File: src/hw/rtl/tgr_pkg.sv
`timescale 1ns / 1ps
// Shared constants, register codes and types of the touch gesture recognizer.
package tgr_pkg;

   // Panel geometry
   localparam int SCREEN_WIDTH = 320;
   localparam int STRIP_TOP    = 200;

   // Field widths
   localparam int X_W        = 9;
   localparam int Y_W        = 8;
   localparam int MS_W       = 32;
   localparam int TIME_W     = 16;
   localparam int PX_W       = 9;
   localparam int REV_W      = 3;
   localparam int RC_W       = 4;
   localparam int CSR_IDX_W  = 3;
   localparam int CSR_DATA_W = 16;

   localparam logic [REV_W-1:0] REV_MAX = REV_W'(7);

   // Register reset values
   localparam logic [TIME_W-1:0] TAP_MAX_MS_RST      = TIME_W'(450);
   localparam logic [TIME_W-1:0] HOLD_MS_RST         = TIME_W'(600);
   localparam logic [PX_W-1:0]   STILL_PX_RST        = PX_W'(20);
   localparam logic [PX_W-1:0]   SWIPE_DOWN_PX_RST   = PX_W'(45);
   localparam logic [PX_W-1:0]   SWIPE_SIDE_PX_RST   = PX_W'(50);
   localparam logic [PX_W-1:0]   SCRUB_STEP_PX_RST   = PX_W'(12);
   localparam logic [REV_W-1:0]  SCRUB_REVERSALS_RST = REV_W'(3);
   localparam logic [RC_W-1:0]   RELEASE_POLLS_RST   = RC_W'(1);

   typedef enum logic [CSR_IDX_W-1:0] {
      CSR_TAP_MAX_MS      = 3'd0,
      CSR_HOLD_MS         = 3'd1,
      CSR_STILL_PX        = 3'd2,
      CSR_SWIPE_DOWN_PX   = 3'd3,
      CSR_SWIPE_SIDE_PX   = 3'd4,
      CSR_SCRUB_STEP_PX   = 3'd5,
      CSR_SCRUB_REVERSALS = 3'd6,
      CSR_RELEASE_POLLS   = 3'd7
   } tgr_csr_idx_type;

   typedef enum logic [1:0] {
      DIR_NONE  = 2'd0,
      DIR_RIGHT = 2'd1,
      DIR_LEFT  = 2'd2
   } tgr_dir_type;

   typedef struct packed {
      logic [TIME_W-1:0] tap_max_ms;
      logic [TIME_W-1:0] hold_ms;
      logic [PX_W-1:0]   still_px;
      logic [PX_W-1:0]   swipe_down_px;
      logic [PX_W-1:0]   swipe_side_px;
      logic [PX_W-1:0]   scrub_step_px;
      logic [REV_W-1:0]  scrub_reversals;
      logic [RC_W-1:0]   release_polls;
   } tgr_cfg_type;

   typedef struct packed {
      logic           touched;
      logic [X_W-1:0] pos_x;
      logic [Y_W-1:0] pos_y;
      logic [MS_W-1:0] now_ms;
      logic           front_touched;
      logic           mid_touched;
      logic           back_touched;
   } tgr_poll_type;

   // Debounced panel contact with the kept coordinates
   typedef struct packed {
      logic           down;
      logic [X_W-1:0] good_x;
      logic [Y_W-1:0] good_y;
   } tgr_touch_type;

   typedef struct packed {
      logic tap;
      logic hold_start;
      logic hold_end;
   } tgr_body_ev_type;

   typedef struct packed {
      logic tap;
      logic tap_from_body;
      logic scrub;
      logic hold_start;
      logic hold_end;
      logic swipe_down;
      logic swipe_left;
      logic swipe_right;
      logic cancel_buttons;
   } tgr_panel_ev_type;

   typedef struct packed {
      logic tap;
      logic tap_from_body;
      logic scrub;
      logic hold_start;
      logic hold_end;
      logic swipe_down;
      logic swipe_left;
      logic swipe_right;
      logic cancel_buttons;
      logic button_a;
      logic button_b;
   } tgr_result_type;

endpackage

File: src/hw/rtl/tgr_if.sv
`timescale 1ns / 1ps
// Request, response and register-write channel interfaces.
interface tgr_req_if;
   import tgr_pkg::*;
   logic            valid;
   logic            ready;
   logic            touched;
   logic [X_W-1:0]  pos_x;
   logic [Y_W-1:0]  pos_y;
   logic [MS_W-1:0] now_ms;
   logic            front_touched;
   logic            mid_touched;
   logic            back_touched;
   modport source (output valid, touched, pos_x, pos_y, now_ms, front_touched,
                   mid_touched, back_touched, input ready);
   modport sink   (input valid, touched, pos_x, pos_y, now_ms, front_touched,
                   mid_touched, back_touched, output ready);
endinterface

interface tgr_rsp_if;
   logic valid;
   logic ready;
   logic tap;
   logic tap_from_body;
   logic scrub;
   logic hold_start;
   logic hold_end;
   logic swipe_down;
   logic swipe_left;
   logic swipe_right;
   logic cancel_buttons;
   logic button_a;
   logic button_b;
   modport source (output valid, tap, tap_from_body, scrub, hold_start, hold_end,
                   swipe_down, swipe_left, swipe_right, cancel_buttons, button_a,
                   button_b, input ready);
   modport sink   (input valid, tap, tap_from_body, scrub, hold_start, hold_end,
                   swipe_down, swipe_left, swipe_right, cancel_buttons, button_a,
                   button_b, output ready);
endinterface

interface tgr_csr_if;
   import tgr_pkg::*;
   logic                  valid;
   logic                  ready;
   logic [CSR_IDX_W-1:0]  index;
   logic [CSR_DATA_W-1:0] data;
   modport source (output valid, index, data, input ready);
   modport sink   (input valid, index, data, output ready);
endinterface

File: src/hw/rtl/touch_gesture_recognizer_core.sv
`timescale 1ns / 1ps
// Top level of the touch gesture recognizer.
//
// Each request is one touch poll and gives exactly one response of event
// pulses and strip button levels. A request is registered on accept, classified
// by the debounce, body-zone and panel units against the gesture state once the
// response register is free, and the response is registered. Throughput is one
// poll per clock while rsp_ready keeps the response moving. The response register
// lets a new poll be accepted while a finished response still waits for rsp_ready.
// Registers are written through the csr channel (always ready); the user must
// write them only while no poll is in flight, the block itself does not enforce it.
module touch_gesture_recognizer_core (
   input  logic       clock,
   input  logic       reset,
   tgr_req_if.sink    req_ch,
   tgr_rsp_if.source  rsp_ch,
   tgr_csr_if.sink    csr_ch
);
   import tgr_pkg::*;

   // Register file
   tgr_cfg_type cfg_ff, cfg_in;

   always_comb begin
      cfg_in = cfg_ff;
      if (csr_ch.valid) begin
         unique case (tgr_csr_idx_type'(csr_ch.index))
            CSR_TAP_MAX_MS:      cfg_in.tap_max_ms      = csr_ch.data;
            CSR_HOLD_MS:         cfg_in.hold_ms         = csr_ch.data;
            CSR_STILL_PX:        cfg_in.still_px        = csr_ch.data[PX_W-1:0];
            CSR_SWIPE_DOWN_PX:   cfg_in.swipe_down_px   = csr_ch.data[PX_W-1:0];
            CSR_SWIPE_SIDE_PX:   cfg_in.swipe_side_px   = csr_ch.data[PX_W-1:0];
            CSR_SCRUB_STEP_PX:   cfg_in.scrub_step_px   = csr_ch.data[PX_W-1:0];
            CSR_SCRUB_REVERSALS: cfg_in.scrub_reversals = csr_ch.data[REV_W-1:0];
            CSR_RELEASE_POLLS:   cfg_in.release_polls   = csr_ch.data[RC_W-1:0];
            default:             cfg_in = cfg_ff;
         endcase
      end
   end

   assign csr_ch.ready = 1'b1;

   always_ff @(posedge clock) begin
      if (reset) begin
         cfg_ff.tap_max_ms      <= TAP_MAX_MS_RST;
         cfg_ff.hold_ms         <= HOLD_MS_RST;
         cfg_ff.still_px        <= STILL_PX_RST;
         cfg_ff.swipe_down_px   <= SWIPE_DOWN_PX_RST;
         cfg_ff.swipe_side_px   <= SWIPE_SIDE_PX_RST;
         cfg_ff.scrub_step_px   <= SCRUB_STEP_PX_RST;
         cfg_ff.scrub_reversals <= SCRUB_REVERSALS_RST;
         cfg_ff.release_polls   <= RELEASE_POLLS_RST;
      end else begin
         cfg_ff <= cfg_in;
      end
   end

   // Request register and pipeline control
   tgr_poll_type   poll_ff;
   logic           poll_valid_ff, poll_valid_in;
   logic           rsp_valid_ff, rsp_valid_in;
   tgr_result_type rsp_ff, rsp_in;
   logic           req_fire, work;

   assign work     = poll_valid_ff && (!rsp_valid_ff || rsp_ch.ready);
   assign req_fire = req_ch.valid && req_ch.ready;
   assign req_ch.ready = !poll_valid_ff || work;

   assign poll_valid_in = req_fire ? 1'b1 : (work ? 1'b0 : poll_valid_ff);
   assign rsp_valid_in  = work ? 1'b1 : (rsp_ch.ready ? 1'b0 : rsp_valid_ff);

   always_ff @(posedge clock) begin
      if (reset) begin
         poll_valid_ff <= 1'b0;
         rsp_valid_ff  <= 1'b0;
      end else begin
         poll_valid_ff <= poll_valid_in;
         rsp_valid_ff  <= rsp_valid_in;
      end
   end

   always_ff @(posedge clock) begin
      if (req_fire) begin
         poll_ff.touched       <= req_ch.touched;
         poll_ff.pos_x         <= req_ch.pos_x;
         poll_ff.pos_y         <= req_ch.pos_y;
         poll_ff.now_ms        <= req_ch.now_ms;
         poll_ff.front_touched <= req_ch.front_touched;
         poll_ff.mid_touched   <= req_ch.mid_touched;
         poll_ff.back_touched  <= req_ch.back_touched;
      end
      if (work) begin
         rsp_ff <= rsp_in;
      end
   end

   // Classification units, state advances once per poll
   tgr_touch_type    touch;
   tgr_body_ev_type  body_ev;
   tgr_panel_ev_type panel_ev;
   logic             in_strip;

   tgr_debounce u_debounce (
      .clock         (clock),
      .reset         (reset),
      .step          (work),
      .release_polls (cfg_ff.release_polls),
      .touched       (poll_ff.touched),
      .pos_x         (poll_ff.pos_x),
      .pos_y         (poll_ff.pos_y),
      .touch         (touch)
   );

   tgr_body u_body (
      .clock         (clock),
      .reset         (reset),
      .step          (work),
      .tap_max_ms    (cfg_ff.tap_max_ms),
      .hold_ms       (cfg_ff.hold_ms),
      .now_ms        (poll_ff.now_ms),
      .front_touched (poll_ff.front_touched),
      .mid_touched   (poll_ff.mid_touched),
      .ev            (body_ev)
   );

   // body zones are judged before the panel
   tgr_panel u_panel (
      .clock    (clock),
      .reset    (reset),
      .step     (work),
      .cfg      (cfg_ff),
      .touch    (touch),
      .now_ms   (poll_ff.now_ms),
      .body_tap (body_ev.tap),
      .ev       (panel_ev)
   );

   // Strip buttons follow the debounced contact; button B also follows the back zone
   assign in_strip = touch.down && (32'(touch.good_y) >= 32'(STRIP_TOP));

   always_comb begin
      rsp_in.tap            = panel_ev.tap;
      rsp_in.tap_from_body  = panel_ev.tap_from_body;
      rsp_in.scrub          = panel_ev.scrub;
      rsp_in.hold_start     = panel_ev.hold_start || body_ev.hold_start;
      rsp_in.hold_end       = panel_ev.hold_end || body_ev.hold_end;
      rsp_in.swipe_down     = panel_ev.swipe_down;
      rsp_in.swipe_left     = panel_ev.swipe_left;
      rsp_in.swipe_right    = panel_ev.swipe_right;
      rsp_in.cancel_buttons = panel_ev.cancel_buttons;
      rsp_in.button_a       = in_strip && (32'(touch.good_x) < 32'(SCREEN_WIDTH / 2));
      rsp_in.button_b       = (in_strip && (32'(touch.good_x) >= 32'(SCREEN_WIDTH / 2)))
                              || poll_ff.back_touched;
   end

   assign rsp_ch.valid          = rsp_valid_ff;
   assign rsp_ch.tap            = rsp_ff.tap;
   assign rsp_ch.tap_from_body  = rsp_ff.tap_from_body;
   assign rsp_ch.scrub          = rsp_ff.scrub;
   assign rsp_ch.hold_start     = rsp_ff.hold_start;
   assign rsp_ch.hold_end       = rsp_ff.hold_end;
   assign rsp_ch.swipe_down     = rsp_ff.swipe_down;
   assign rsp_ch.swipe_left     = rsp_ff.swipe_left;
   assign rsp_ch.swipe_right    = rsp_ff.swipe_right;
   assign rsp_ch.cancel_buttons = rsp_ff.cancel_buttons;
   assign rsp_ch.button_a       = rsp_ff.button_a;
   assign rsp_ch.button_b       = rsp_ff.button_b;

   // Checks
   a_swipe_onehot: assert property (@(posedge clock) disable iff (reset)
      rsp_valid_ff |-> $onehot0({rsp_ff.swipe_down, rsp_ff.swipe_left, rsp_ff.swipe_right}))
      else $error("more than one swipe direction in one response");

   a_swipe_cancels: assert property (@(posedge clock) disable iff (reset)
      rsp_valid_ff && (rsp_ff.swipe_down || rsp_ff.swipe_left || rsp_ff.swipe_right)
      |-> rsp_ff.cancel_buttons && !rsp_ff.scrub)
      else $error("swipe without cancel or together with scrub");

   a_rsp_stable: assert property (@(posedge clock) disable iff (reset)
      rsp_valid_ff && !rsp_ch.ready |=> rsp_valid_ff && $stable(rsp_ff))
      else $error("stalled response lost or changed");

   a_stall_holds_poll: assert property (@(posedge clock) disable iff (reset)
      poll_valid_ff && !work |=> poll_valid_ff && $stable(poll_ff))
      else $error("stalled poll lost or changed");

endmodule

File: src/hw/rtl/tgr_debounce.sv
`timescale 1ns / 1ps
// Release-edge debounce of the panel contact and kept coordinates.
module tgr_debounce (
   input  logic                        clock,
   input  logic                        reset,
   input  logic                        step,
   input  logic [tgr_pkg::RC_W-1:0]    release_polls,
   input  logic                        touched,
   input  logic [tgr_pkg::X_W-1:0]     pos_x,
   input  logic [tgr_pkg::Y_W-1:0]     pos_y,
   output tgr_pkg::tgr_touch_type      touch
);
   import tgr_pkg::*;

   logic [RC_W-1:0] rc_ff, rc_in;
   logic            held_ff, held_in;
   logic [X_W-1:0]  gx_ff, gx_in;
   logic [Y_W-1:0]  gy_ff, gy_in;
   logic            down;

   always_comb begin
      rc_in = rc_ff;
      down  = touched;
      if (touched) begin
         rc_in = '0;
      end else if (held_ff && (rc_ff < release_polls)) begin
         rc_in = rc_ff + RC_W'(1);
         down  = 1'b1;   // tolerated empty poll
      end
      held_in = down;
      gx_in   = gx_ff;
      gy_in   = gy_ff;
      // coordinates only sampled on a real contact
      if (down && (rc_in == '0)) begin
         gx_in = pos_x;
         gy_in = pos_y;
      end
   end

   assign touch.down   = down;
   assign touch.good_x = gx_in;
   assign touch.good_y = gy_in;

   always_ff @(posedge clock) begin
      if (reset) begin
         rc_ff   <= '0;
         held_ff <= 1'b0;
         gx_ff   <= '0;
         gy_ff   <= '0;
      end else if (step) begin
         rc_ff   <= rc_in;
         held_ff <= held_in;
         gx_ff   <= gx_in;
         gy_ff   <= gy_in;
      end
   end

endmodule

File: src/hw/rtl/tgr_body.sv
`timescale 1ns / 1ps
// Body zone taps (front) and holds (middle).
module tgr_body (
   input  logic                         clock,
   input  logic                         reset,
   input  logic                         step,
   input  logic [tgr_pkg::TIME_W-1:0]   tap_max_ms,
   input  logic [tgr_pkg::TIME_W-1:0]   hold_ms,
   input  logic [tgr_pkg::MS_W-1:0]     now_ms,
   input  logic                         front_touched,
   input  logic                         mid_touched,
   output tgr_pkg::tgr_body_ev_type     ev
);
   import tgr_pkg::*;

   logic            front_held_ff;
   logic [MS_W-1:0] front_start_ff, front_start_in;
   logic            mid_held_ff;
   logic [MS_W-1:0] mid_start_ff, mid_start_in;
   logic            body_hold_ff, body_hold_in;
   logic [MS_W-1:0] front_age, mid_age;
   logic            front_tap, hold_start_ev, hold_end_ev;

   assign front_age = now_ms - front_start_ff;

   always_comb begin
      front_start_in = front_start_ff;
      front_tap      = 1'b0;
      if (front_touched && !front_held_ff) begin
         front_start_in = now_ms;
      end else if (!front_touched && front_held_ff) begin
         front_tap = (front_age < MS_W'(tap_max_ms));
      end
   end

   assign mid_start_in = (mid_touched && !mid_held_ff) ? now_ms : mid_start_ff;
   assign mid_age      = now_ms - mid_start_in;

   always_comb begin
      body_hold_in  = body_hold_ff;
      hold_start_ev = 1'b0;
      hold_end_ev   = 1'b0;
      if (mid_touched && !body_hold_ff && (mid_age >= MS_W'(hold_ms))) begin
         body_hold_in  = 1'b1;
         hold_start_ev = 1'b1;
      end else if (!mid_touched && body_hold_ff) begin
         body_hold_in = 1'b0;
         hold_end_ev  = 1'b1;
      end
   end

   assign ev = '{tap: front_tap, hold_start: hold_start_ev, hold_end: hold_end_ev};

   always_ff @(posedge clock) begin
      if (reset) begin
         front_held_ff  <= 1'b0;
         front_start_ff <= '0;
         mid_held_ff    <= 1'b0;
         mid_start_ff   <= '0;
         body_hold_ff   <= 1'b0;
      end else if (step) begin
         front_held_ff  <= front_touched;
         front_start_ff <= front_start_in;
         mid_held_ff    <= mid_touched;
         mid_start_ff   <= mid_start_in;
         body_hold_ff   <= body_hold_in;
      end
   end

endmodule

File: src/hw/rtl/tgr_panel.sv
`timescale 1ns / 1ps
// Panel press classifier: tap, hold, swipes and scrub.
module tgr_panel (
   input  logic                          clock,
   input  logic                          reset,
   input  logic                          step,
   input  tgr_pkg::tgr_cfg_type          cfg,
   input  tgr_pkg::tgr_touch_type        touch,
   input  logic [tgr_pkg::MS_W-1:0]      now_ms,
   input  logic                          body_tap,
   output tgr_pkg::tgr_panel_ev_type     ev
);
   import tgr_pkg::*;

   logic               active_ff, active_in;
   logic [MS_W-1:0]    start_ms_ff, start_ms_in;
   logic [X_W-1:0]     start_x_ff, start_x_in;
   logic [Y_W-1:0]     start_y_ff, start_y_in;
   logic [X_W-1:0]     anchor_ff, anchor_in;
   tgr_dir_type        dir_ff, dir_in, step_dir;
   logic [REV_W-1:0]   rev_ff, rev_in;
   logic               swl_ff, swl_in;
   logic               hold_ff, hold_in;
   logic               ltb_ff, ltb_in;

   logic signed [X_W:0] dx, sx;
   logic signed [Y_W:0] dy;
   logic [X_W:0]        dx_neg, sx_neg;
   logic [Y_W:0]        dy_neg;
   logic [X_W-1:0]      dx_mag, sx_mag;
   logic [Y_W-1:0]      dy_mag;
   logic [MS_W-1:0]     age;
   logic                still, is_tap, is_down, is_side;

   assign dx     = $signed({1'b0, touch.good_x}) - $signed({1'b0, start_x_ff});
   assign dy     = $signed({1'b0, touch.good_y}) - $signed({1'b0, start_y_ff});
   assign sx     = $signed({1'b0, touch.good_x}) - $signed({1'b0, anchor_ff});
   assign dx_neg = -dx;
   assign dy_neg = -dy;
   assign sx_neg = -sx;
   assign dx_mag = dx[X_W] ? dx_neg[X_W-1:0] : dx[X_W-1:0];
   assign dy_mag = dy[Y_W] ? dy_neg[Y_W-1:0] : dy[Y_W-1:0];
   assign sx_mag = sx[X_W] ? sx_neg[X_W-1:0] : sx[X_W-1:0];
   assign age    = now_ms - start_ms_ff;

   assign still   = (dx_mag < cfg.still_px) && ({1'b0, dy_mag} < cfg.still_px);
   assign is_tap  = (age < MS_W'(cfg.tap_max_ms)) && still;
   assign is_down = !dy[Y_W] && ({1'b0, dy_mag} > cfg.swipe_down_px)
                    && ({2'b0, dy_mag} > {dx_mag, 1'b0});
   assign is_side = (dx_mag > cfg.swipe_side_px)
                    && ({1'b0, dx_mag} > {1'b0, dy_mag, 1'b0});
   assign step_dir = sx[X_W] ? DIR_LEFT : DIR_RIGHT;

   always_comb begin
      active_in   = active_ff;
      start_ms_in = start_ms_ff;
      start_x_in  = start_x_ff;
      start_y_in  = start_y_ff;
      anchor_in   = anchor_ff;
      dir_in      = dir_ff;
      rev_in      = rev_ff;
      swl_in      = swl_ff;
      hold_in     = hold_ff;
      ltb_in      = body_tap ? 1'b1 : ltb_ff;
      ev          = '0;
      ev.tap      = body_tap;

      if (touch.down && !active_ff) begin
         active_in   = 1'b1;
         start_ms_in = now_ms;
         start_x_in  = touch.good_x;
         start_y_in  = touch.good_y;
         anchor_in   = touch.good_x;
         dir_in      = DIR_NONE;
         rev_in      = '0;
         swl_in      = 1'b0;
      end else if (touch.down && active_ff) begin
         if (!hold_ff && (age >= MS_W'(cfg.hold_ms)) && still) begin
            hold_in           = 1'b1;
            ev.hold_start     = 1'b1;
            ev.cancel_buttons = 1'b1;
         end
         if (!hold_in) begin
            if (!swl_in && is_down) begin
               ev.swipe_down     = 1'b1;
               swl_in            = 1'b1;
               rev_in            = '0;
               ev.cancel_buttons = 1'b1;
            end
            if (!swl_in && is_side) begin
               ev.swipe_right    = !dx[X_W];
               ev.swipe_left     = dx[X_W];
               swl_in            = 1'b1;
               rev_in            = '0;
               ev.cancel_buttons = 1'b1;
            end
            if (!swl_in) begin
               if (sx_mag > cfg.scrub_step_px) begin
                  if ((dir_ff != DIR_NONE) && (step_dir != dir_ff) && (rev_ff < REV_MAX)) begin
                     rev_in = rev_ff + REV_W'(1);
                  end
                  dir_in    = step_dir;
                  anchor_in = touch.good_x;
               end
               // scrub ends the press, finger may stay down
               if (rev_in >= cfg.scrub_reversals) begin
                  ev.scrub  = 1'b1;
                  active_in = 1'b0;
               end
            end
         end
      end else if (!touch.down && active_ff) begin
         active_in = 1'b0;
         if (hold_ff) begin
            hold_in     = 1'b0;
            ev.hold_end = 1'b1;
         end else if (!swl_ff && is_tap) begin
            ev.tap = 1'b1;
            ltb_in = 1'b0;
         end
      end
      ev.tap_from_body = ltb_in;
   end

   always_ff @(posedge clock) begin
      if (reset) begin
         active_ff   <= 1'b0;
         start_ms_ff <= '0;
         start_x_ff  <= '0;
         start_y_ff  <= '0;
         anchor_ff   <= '0;
         dir_ff      <= DIR_NONE;
         rev_ff      <= '0;
         swl_ff      <= 1'b0;
         hold_ff     <= 1'b0;
         ltb_ff      <= 1'b0;
      end else if (step) begin
         active_ff   <= active_in;
         start_ms_ff <= start_ms_in;
         start_x_ff  <= start_x_in;
         start_y_ff  <= start_y_in;
         anchor_ff   <= anchor_in;
         dir_ff      <= dir_in;
         rev_ff      <= rev_in;
         swl_ff      <= swl_in;
         hold_ff     <= hold_in;
         ltb_ff      <= ltb_in;
      end
   end

endmodule
File: src/flat_wrapper.sv
// flat-port wrapper written by rule: the top's interface ports become plain ports
module touch_gesture_recognizer_core_flat import tgr_pkg::*;
  (clock, reset, req_ch_valid, req_ch_touched, req_ch_pos_x, req_ch_pos_y, req_ch_now_ms, req_ch_front_touched, req_ch_mid_touched, req_ch_back_touched, req_ch_ready, rsp_ch_valid, rsp_ch_tap, rsp_ch_tap_from_body, rsp_ch_scrub, rsp_ch_hold_start, rsp_ch_hold_end, rsp_ch_swipe_down, rsp_ch_swipe_left, rsp_ch_swipe_right, rsp_ch_cancel_buttons, rsp_ch_button_a, rsp_ch_button_b, rsp_ch_ready, csr_ch_valid, csr_ch_index, csr_ch_data, csr_ch_ready);
  tgr_req_if req_ch_i ();
  tgr_rsp_if rsp_ch_i ();
  tgr_csr_if csr_ch_i ();
  input  logic clock;
  input  logic reset;
  input wire logic [$bits(req_ch_i.valid)-1:0] req_ch_valid;
  input wire logic [$bits(req_ch_i.touched)-1:0] req_ch_touched;
  input wire logic [$bits(req_ch_i.pos_x)-1:0] req_ch_pos_x;
  input wire logic [$bits(req_ch_i.pos_y)-1:0] req_ch_pos_y;
  input wire logic [$bits(req_ch_i.now_ms)-1:0] req_ch_now_ms;
  input wire logic [$bits(req_ch_i.front_touched)-1:0] req_ch_front_touched;
  input wire logic [$bits(req_ch_i.mid_touched)-1:0] req_ch_mid_touched;
  input wire logic [$bits(req_ch_i.back_touched)-1:0] req_ch_back_touched;
  output wire logic [$bits(req_ch_i.ready)-1:0] req_ch_ready;
  output wire logic [$bits(rsp_ch_i.valid)-1:0] rsp_ch_valid;
  output wire logic [$bits(rsp_ch_i.tap)-1:0] rsp_ch_tap;
  output wire logic [$bits(rsp_ch_i.tap_from_body)-1:0] rsp_ch_tap_from_body;
  output wire logic [$bits(rsp_ch_i.scrub)-1:0] rsp_ch_scrub;
  output wire logic [$bits(rsp_ch_i.hold_start)-1:0] rsp_ch_hold_start;
  output wire logic [$bits(rsp_ch_i.hold_end)-1:0] rsp_ch_hold_end;
  output wire logic [$bits(rsp_ch_i.swipe_down)-1:0] rsp_ch_swipe_down;
  output wire logic [$bits(rsp_ch_i.swipe_left)-1:0] rsp_ch_swipe_left;
  output wire logic [$bits(rsp_ch_i.swipe_right)-1:0] rsp_ch_swipe_right;
  output wire logic [$bits(rsp_ch_i.cancel_buttons)-1:0] rsp_ch_cancel_buttons;
  output wire logic [$bits(rsp_ch_i.button_a)-1:0] rsp_ch_button_a;
  output wire logic [$bits(rsp_ch_i.button_b)-1:0] rsp_ch_button_b;
  input wire logic [$bits(rsp_ch_i.ready)-1:0] rsp_ch_ready;
  input wire logic [$bits(csr_ch_i.valid)-1:0] csr_ch_valid;
  input wire logic [$bits(csr_ch_i.index)-1:0] csr_ch_index;
  input wire logic [$bits(csr_ch_i.data)-1:0] csr_ch_data;
  output wire logic [$bits(csr_ch_i.ready)-1:0] csr_ch_ready;
  assign req_ch_i.valid = req_ch_valid;
  assign req_ch_i.touched = req_ch_touched;
  assign req_ch_i.pos_x = req_ch_pos_x;
  assign req_ch_i.pos_y = req_ch_pos_y;
  assign req_ch_i.now_ms = req_ch_now_ms;
  assign req_ch_i.front_touched = req_ch_front_touched;
  assign req_ch_i.mid_touched = req_ch_mid_touched;
  assign req_ch_i.back_touched = req_ch_back_touched;
  assign req_ch_ready = req_ch_i.ready;
  assign rsp_ch_valid = rsp_ch_i.valid;
  assign rsp_ch_tap = rsp_ch_i.tap;
  assign rsp_ch_tap_from_body = rsp_ch_i.tap_from_body;
  assign rsp_ch_scrub = rsp_ch_i.scrub;
  assign rsp_ch_hold_start = rsp_ch_i.hold_start;
  assign rsp_ch_hold_end = rsp_ch_i.hold_end;
  assign rsp_ch_swipe_down = rsp_ch_i.swipe_down;
  assign rsp_ch_swipe_left = rsp_ch_i.swipe_left;
  assign rsp_ch_swipe_right = rsp_ch_i.swipe_right;
  assign rsp_ch_cancel_buttons = rsp_ch_i.cancel_buttons;
  assign rsp_ch_button_a = rsp_ch_i.button_a;
  assign rsp_ch_button_b = rsp_ch_i.button_b;
  assign rsp_ch_i.ready = rsp_ch_ready;
  assign csr_ch_i.valid = csr_ch_valid;
  assign csr_ch_i.index = csr_ch_index;
  assign csr_ch_i.data = csr_ch_data;
  assign csr_ch_ready = csr_ch_i.ready;
  touch_gesture_recognizer_core u_core (.clock(clock), .reset(reset), .req_ch(req_ch_i), .rsp_ch(rsp_ch_i), .csr_ch(csr_ch_i));
endmodule
File: config.mk
export PLATFORM = sky130hd
export DESIGN_NAME = touch_gesture_recognizer_core_flat
export DESIGN_NICKNAME = d
export VERILOG_FILES = /design/src/hw/rtl/tgr_pkg.sv /design/src/hw/rtl/tgr_if.sv /design/src/hw/rtl/touch_gesture_recognizer_core.sv /design/src/hw/rtl/tgr_debounce.sv /design/src/hw/rtl/tgr_body.sv /design/src/hw/rtl/tgr_panel.sv /design/src/flat_wrapper.sv
export SDC_FILE = /design/constraint.sdc
export NUM_CORES = 1
export LEC_CHECK = 0
export BUFFER_PORTS_ARGS = -buffer_cell sky130_fd_sc_hd__buf_2
export CAP_MARGIN = 40
export CORE_MARGIN = 2
export CORE_UTILIZATION = 68
export CTS_CLUSTER_SIZE = 40
export DETAILED_ROUTE_END_ITERATION = 8
export PLACE_DENSITY = 0.87
export RECOVER_POWER = 100
export SETUP_SLACK_MARGIN = 0.1
export SLEW_MARGIN = 20
export SYNTH_ARGS = -nofsm -noshare
export SYNTH_HDL_FRONTEND = slang
export SYNTH_SLANG_ARGS = --single-unit
export TNS_END_PERCENT = 10
File: constraint.sdc
create_clock -name clock -period 11 [get_ports clock]
set_clock_uncertainty 0.05 [all_clocks]
set_input_delay 1.1 -clock clock [delete_from_list [all_inputs] [get_ports clock]]
set_output_delay 1.1 -clock clock [all_outputs]
set_load 0.01 [all_outputs]
==> parameters.txt, run 1 <==
Parameter                              Value

STA
  Setup repair after global routing missed its margin ... false
  Final Max Slew Viols ... 442
  Worst slew margin relative to its limit ... -157%
  Clock period minus worst slack ... 8910 ps
  FMAX ... 112 MHz
  Tightest hold margin ... 403 ps
  Worst-margin pin slew ... 3860 ps
  Crit share post-route ... 81.0%
  # setup viols final ... 0
  Hold violation total from the final report ... 0
  Final-layout setup total negative slack ... 0 ps

Drt
  Average wire length per cell after detail routing ... 18.9 um
  Detail Route Antenna Nets ... 0
  Number of iterations in the first detailed-routing pass ... 5
  Initial DRC Count ... 1569
  Detailed-route via count ... 19500
  DRC violations left ... 0
  Via density per instance ... 6.30
  Total wirelength of the detailed-routed design ... 58300 um

Die
  Top-level port count ... 91
  Rows ... 64
  Die outline height ... 181 um
  Die extent in x ... 181 um
  Starting Density ... 69.2%
  Core ar. ... 0.0307 mm2
  Die Area ... 0.0327 mm2

Hold path
  Origin of the worst min-delay path ... u_core.u_body.mid_start_ff[7]$_SDFFE_PP0P_
  Worst Hold Endpoint ... u_core.u_body.mid_start_ff[7]$_SDFFE_PP0P_
  Depth of the worst hold-timing path ... 2
  Hold Crit Class ... reg2reg

Yosys
  Sequential fraction of the synthesis area ... 31.0%
  Primary flip-flop cell chosen by synthesis mapping ... dfxtp_1
  Number of synthesized flops with an enable pin ... 64
  Netlist area before placement ... 0.0212 mm2
  Leading cell types by count after synthesis ... 407 x nand2_1, 289 x a21oi_1, 248 x ha_1, 233 x dfxtp_1, 228 x inv_1
  Most common cell in the synthesized netlist ... nand2_1
  Post-synth top area share ... 22.0%
  Synthesized netlist cell count ... 2627
  Number of flip-flops and latches in the synthesized netlist ... 297
  Net count after synthesis ... 2958
  Cell types with the largest area share after synthesis ... dfxtp_1 22%, ha_1 15%, edfxtp_1 9.0%, nand2_1 7.2%, a21oi_1 6.8%
  Area leader, netlist ... dfxtp_1
  Unique cell type count in the Yosys netlist ... 100
  Proportion of synthesized flip-flops having asynchronous set or reset ... 0%
  Mean area per synthesized cell ... 8.08 um2
  Number of warning messages in the yosys log ... 0

CTS
  Clock transition at the register clock pins on the worst setup and hold paths after CTS ... 60 ps
  CTS HTree Levels ... 2
  Cts hold-fix bufs ... 0
  Cts bufs inserted ... 35
  CTS tree ... done
  Clock Latency Late Sink ... 520 ps
  Setup Fix Bufs, Post-CTS ... 0
  Resized cells post-CTS ... 0
  Buffer depth of the longest clock path ... 3
  Number of clock sinks seen by CTS ... 297
  Clock root buffer ... clkbuf_16

Placement
  Area after DPL ... 0.0219 mm2
  HPWL Detailed ... 43600 um
  Number of port buffers ... 89
  RePlAce Congestion ... 0.991

Setup path
  End of the worst register-to-register path ... u_core.u_panel.anchor_ff[3]$_SDFFE_PP0P_
  Capturing element type of the critical path ... register
  Register-to-register setup slack ... 2090 ps
  Worst setup SP type ... register
  Slowest-stage cell, CP ... clkbuf_1
  Cell family with most CP delay ... compound AO/OA/AOI/OAI gates
  Highest net fanout along the worst path ... 17
  Register-to-Register Path Depth ... 34
  Worst Path Buf+Inv ... 4
  Required time at the endpoint of the critical path ... 11320 ps
  Critical path's largest stage delay ... 980 ps
  Worst Path Class, Setup ... reg2reg
  Startpoint of the worst register-to-register path ... u_core.cfg_ff[1]$_SDFFE_PP0P_
  CP arrival ... 9240 ps

GRT
  Total global routing overflow ... 0
  Total track usage ... 35.0%
  Wire length of the first global-routing pass ... 94300 um
  Antenna violations before repair ... 1
  Via count of the first global-routing pass ... 18300
  Maximum number of pins on one net before global-route repair ... 76

Layout
  Design area ... 0.0229 mm2
  Area of combinational cells with multiple inputs ... 0.0133 mm2
  # nets final ... 2997
  Layout filler cell count ... 2326
  Fraction of layout cells with a size suffix above 1 ... 6.87%
  Area taken by flip-flops and latches ... 0.00659 mm2
  Synth-to-Final Area Change ... 8.00%

Power
  Net switching component of the power ... 1.30 mW
  Seq pwr share ... 33.1%
  Peak supply drop ... 0.000160 V
  Leak Pwr ... 9.18 nW
  Overall power consumption ... 3.65 mW
  Power density relative to cell area ... 159 mW/mm2
  Internal Pwr Total ... 2.34 mW
  Share of total power in combinational logic ... 36.0%
  Part of the total power dissipated in the clock network ... 30.9%
  Sw Ratio ... 35.8%

Flow run
  Max capacitance violation total ... 9

Status
  Result of the run ... complete, but fails checks
  Violations in the final reports ... capacitance limit, slew limit
==> state kept, by name (all words and copies together), names as in the netlist, 2 cells and up <==
register / flops
u_core.u_panel.start_ms_ff: 32
u_core.u_panel.start_y_ff: 8
u_core.u_panel.rev_ff: 3
u_core.u_debounce.rc_ff: 4
u_core.u_body.front_start_ff: 32
u_core.u_debounce.gx_ff: 9
u_core.u_debounce.gy_ff: 8
u_core.u_body.mid_start_ff: 32
u_core.poll_ff: 53
u_core.u_panel.anchor_ff: 9
u_core.u_panel.dir_ff: 2
u_core.cfg_ff: 75
u_core.u_panel.start_x_ff: 9
==> worst max-delay path by stage <==
stage,from,endpoint,cells after the start
2_1_floorplan,u_core.u_debounce.rc_ff[1]$_SDFFE_PP0P_,u_core.rsp_ch.scrub$_SDFFCE_PP0P_,41
4_1_cts,u_core.u_debounce.rc_ff[1]$_SDFFE_PP0P_,u_core.rsp_ch.scrub$_SDFFCE_PP0P_,40
5_1_grt,u_core.cfg_ff[1]$_SDFFE_PP0P_,u_core.u_panel.anchor_ff[4]$_SDFFE_PP0P_,34
3_3_place_gp,u_core.u_debounce.rc_ff[1]$_SDFFE_PP0P_,u_core.u_panel.anchor_ff[3]$_SDFFE_PP0P_,32
6_report,u_core.cfg_ff[1]$_SDFFE_PP0P_,u_core.u_panel.anchor_ff[3]$_SDFFE_PP0P_,34
3_5_place_dp,u_core.u_debounce.rc_ff[1]$_SDFFE_PP0P_,u_core.rsp_ch.scrub$_SDFFCE_PP0P_,40
==> metrics by stage <==
stage	utilization, %	instances	worst slack (ps)
floorplan	-	2627	3520
global placement	71.4	3021	3480
detailed placement	71.5	3023	3100
CTS	75.1	3086	2950
global route	74.8	3089	1400
finish	74.8	3089	2090
==> power by group through the flow <==
stage	registers (mW)	clock network, mW	logic (mW)
2_1_floorplan	1.21	0	0.981
3_3_place_gp	1.22	0	1.22
3_5_place_dp	1.23	0	1.28
4_1_cts	1.20	1.14	1.30
5_1_grt	1.21	1.17	1.47
6_report	1.21	1.13	1.31
==> placed cells by master, fill, tap and decap left out, types with 8 or more instances in the layout <==
cell         n
mux2i_1     62
nor2b_1     31
a31oi_1     26
o31ai_1     13
clkbuf_1    29
nand2b_1    36
nor2_1     158
inv_1      227
nand4_1     34
a21o_1      59
nor4_1      13
o21a_1      45
o211ai_1    33
xnor2_1     50
ha_1       248
and2_1      13
nand3_1     34
or3_1       13
a2111oi_0   10
a21boi_0     9
edfxtp_1    64
nor3b_1      9
buf_2       76
nor3_1      41
o2111ai_1   10
a211oi_1    54
nand2_1    407
dfxtp_1    233
and3_1      12
a21oi_1    290
o21ai_0     79
clkbuf_16   36
or2_2        8
xor2_1      42
o22ai_1      8
o21bai_1    16
==> tightest hold or removal path, cell delays in order, from the launching register on <==
cell and delay, ps:
dfxtp_1 310, nand2_1 50, a21oi_1 50
==> per-layer routing <==
metal,part of all wire (%),vias up,GRT usage [%]
li1,-,9399,-
met3,7.2,120,4.45
met5,0,-,0
met2,45,718,55.6
met1,45,9224,49.3
met4,3.0,0,12.1
==> cell families (layout without fill, tap and decap cells) <==
group,Yosys count,count (layout),share of synthesized area (%)
compound gates,736,736,22.7
buf+inv,336,401,6.04
mux,65,65,3.08
xor+xnor,92,92,3.79
simple gates,844,844,18.1
other cells,1,2,0.0177
flops,297,297,31.0
fa+ha+maj,256,256,15.3
==> cell type report <==
cell class | count | area share [%]
clock inverter | 18 | 0.633
clock buffer | 45 | 4.21
antenna | 1 | 0.0109
sequential | 297 | 28.7
tap | 396 | 2.16
inverter | 231 | 3.78
multi-input combinational | 1994 | 58.2
timing repair buffer | 107 | 2.30
(Power assumes the default switching activity.)
==> inputs of run 2 (changes only) <==
Settings changed: CORE_UTILIZATION 68 to 57, PLACE_DENSITY 0.87 to 0.78.
Clock period 11 ns to 7.15 ns, I/O delays scaled along.
==> run 2 against run 1 <==
- the run still ends with capacitance limit, slew limit left
- via count grew 0.65%
- clock power grew 67%
- critical path depth grew 5
- fmax grew 27%
- critical endpoint is now u_core.rsp_ch.scrub$_SDFFCE_PP0P_
- worst setup slack lost 1900 ps
- final area grew 4.9%
- die area grew 19%
- wire length grew 1.4%
- sequential power grew 54%
==> parameters.txt, run 2 (synthesis results as in run 1) <==
Parameter                              Value

STA
  Final Max Slew Viols ... 335 (-24%)
  Hold violation total from the final report ... 0 (unchanged)
  Clock period minus worst slack ... 7010 ps (-1910 ps)
  Final-layout setup total negative slack ... 0 ps (unchanged)
  Setup repair after global routing missed its margin ... true
  FMAX ... 143 MHz (+27%)
  Worst-margin pin slew ... 3440 ps (-416 ps)
  Worst slew margin relative to its limit ... -130% (+28 points)
  Crit share post-route ... 98.0% (+17 points)
  # setup viols final ... 0 (unchanged)

Setup path
  CP arrival ... 7270 ps (-1970 ps)
  Highest net fanout along the worst path ... 7 (-10)
  Capturing element type of the critical path ... register
  Worst setup SP type ... register
  Critical path's largest stage delay ... 340 ps (-640 ps)
  Worst Path Buf+Inv ... 7 (+3)
  Slowest-stage cell, CP ... dfxtp_2
  Worst Path Class, Setup ... reg2reg
  Required time at the endpoint of the critical path ... 7410 ps (-3910 ps)
  Cell family with most CP delay ... compound AO/OA/AOI/OAI gates

Layout
  Register with the most flip-flops ... u_core.cfg_ff
  Synth-to-Final Area Change ... 13.3%
  Final core utilization ... 65.7% (-9.1 points)
  Top library cells by usage in the layout, fill and taps aside ... 406 x nand2_1, 282 x a21oi_1, 239 x ha_1
  Top Registers ... u_core.cfg_ff x75, u_core.poll_ff x53
  Most common library cell in the layout ignoring fill and taps ... nand2_1
  Fraction of layout cells with a size suffix above 1 ... 11.1% (+4.3 points)
  Antenna Diode Count ... 0 (-1)
  Design area ... 0.0241 mm2 (+4.9%)
  # nets final ... 3048 (+1.7%)
  Flip-flop count of the largest register, all copies and words added ... 75 (unchanged)

Drt
  Via density per instance ... 6.10 (-3.1%)
  Average wire length per cell after detail routing ... 18.4 um (-2.4%)
  Detailed-route via count ... 19600 (+0.65%)
  Detail Route Antenna Nets ... 0 (unchanged)
  Initial DRC Count ... 1941 (+24%)
  DRC violations left ... 0 (unchanged)
  Number of iterations in the first detailed-routing pass ... 6 (+1)
  Total wirelength of the detailed-routed design ... 59100 um (+1.4%)

GRT
  Total track usage ... 29.7% (-5.4 points)
  Total global routing overflow ... 0 (unchanged)
  Maximum number of pins on one net before global-route repair ... 67 (-12%)
  Wire length of the first global-routing pass ... 93500 um (-0.85%)
  Antenna violations before repair ... 1 (unchanged)
  Via count of the first global-routing pass ... 18100 (-1.2%)

Power
  Leak Pwr ... 9.58 nW (+4.4%)
  Peak supply drop ... 0.000197 V (+23%)
  Power density relative to cell area ... 250 mW/mm2 (+57%)

CTS
  Number of clock sinks seen by CTS ... 297 (unchanged)
  CTS tree ... done
  Clock root buffer ... clkbuf_16
  Cts bufs inserted ... 36 (+2.9%)
  Cts hold-fix bufs ... 0 (unchanged)
  Clock Latency Late Sink ... 580 ps (+60 ps)
  Clock transition at the register clock pins on the worst setup and hold paths after CTS ... 60 ps (about the same)
  Buffer depth of the longest clock path ... 3 (unchanged)
  CTS HTree Levels ... 2 (unchanged)

Die
  Die outline height ... 197 um (+9.0%)
  Rows ... 70 (+9.4%)
  Die Area ... 0.0388 mm2 (+19%)
  Die extent in x ... 197 um (+9.0%)
  Top-level port count ... 91 (unchanged)
  Core ar. ... 0.0366 mm2 (+19%)
  Starting Density ... 58.0% (-11 points)

Placement
  RePlAce Congestion ... 0.955 (-3.6%)
  Area after DPL ... 0.0222 mm2 (+1.5%)
  Number of port buffers ... 89 (unchanged)
  HPWL Detailed ... 43800 um (+0.41%)

Status
  Violations in the final reports ... capacitance limit, slew limit
  Result of the run ... complete, but fails checks

Flow run
  Max capacitance violation total ... 7 (-2)

Hold path
  Hold Crit Class ... in2reg
==> run 2: report_power, final <==
group / internal (mW) / switching, mW / total [mW]
clock network: 1.12 / 0.778 / 1.89
registers: 1.79 / 0.0651 / 1.86
logic: 0.971 / 1.29 / 2.26
total: 3.88 / 2.13 / 6.01
==> run 2: through the flow <==
stage	hold slack [ps]	std cells	power [mW]	worst slack [ps]
2_1_floorplan	384	2627	3.37	137
3_3_place_gp	391	3119	3.81	-318
3_5_place_dp	396	3124	3.90	-223
4_1_cts	238	3188	5.82	103
5_1_grt	253	3210	6.34	-136
6_report	261	3210	6.01	143
==> run 2: routing by layer <==
metal / vias to the layer above / wire (um) / track usage, %
li1: 9467 / - / -
met1: 9267 / 27000 / 41.8
met2: 718 / 26400 / 46.9
met3: 134 / 4010 / 3.69
met4: 2 / 1710 / 10.2
met5: - / 10 / 0
==> run 2: area by class of cell <==
cell class,instances,area [um2]
clock buffers,46,1040
clock inverters,17,173
fillers,2976,12600
inverters,231,867
multi-input cells,1994,13800
flip-flops and latches,297,6590
well taps,468,586
repair buffers,157,982
==> run 2: timing repair <==
action | 4_1_cts | 5_1_grt
pin swaps | 0 | 34
gates cloned | 0 | 1
setup endpoints to repair | 12 | 22
resized for setup | 11 | 79
buffers inserted | 1 | 20
==> run 2: worst paths after layout <==
kind / start / to / slack [ps] / cells past startpoint
worst max register to register: u_core.cfg_ff[1]$_SDFFE_PP0P_ / u_core.rsp_ch.scrub$_SDFFCE_PP0P_ / 140 / 39
worst min-delay path: req_ch_pos_y[1] / u_core.poll_ff[36]$_DFFE_PP_ / 260 / 1
worst min register to register: u_core.u_body.mid_start_ff[27]$_SDFFE_PP0P_ / u_core.u_body.mid_start_ff[27]$_SDFFE_PP0P_ / 400 / 2
worst max-delay path: u_core.cfg_ff[1]$_SDFFE_PP0P_ / u_core.rsp_ch.scrub$_SDFFCE_PP0P_ / 140 / 39
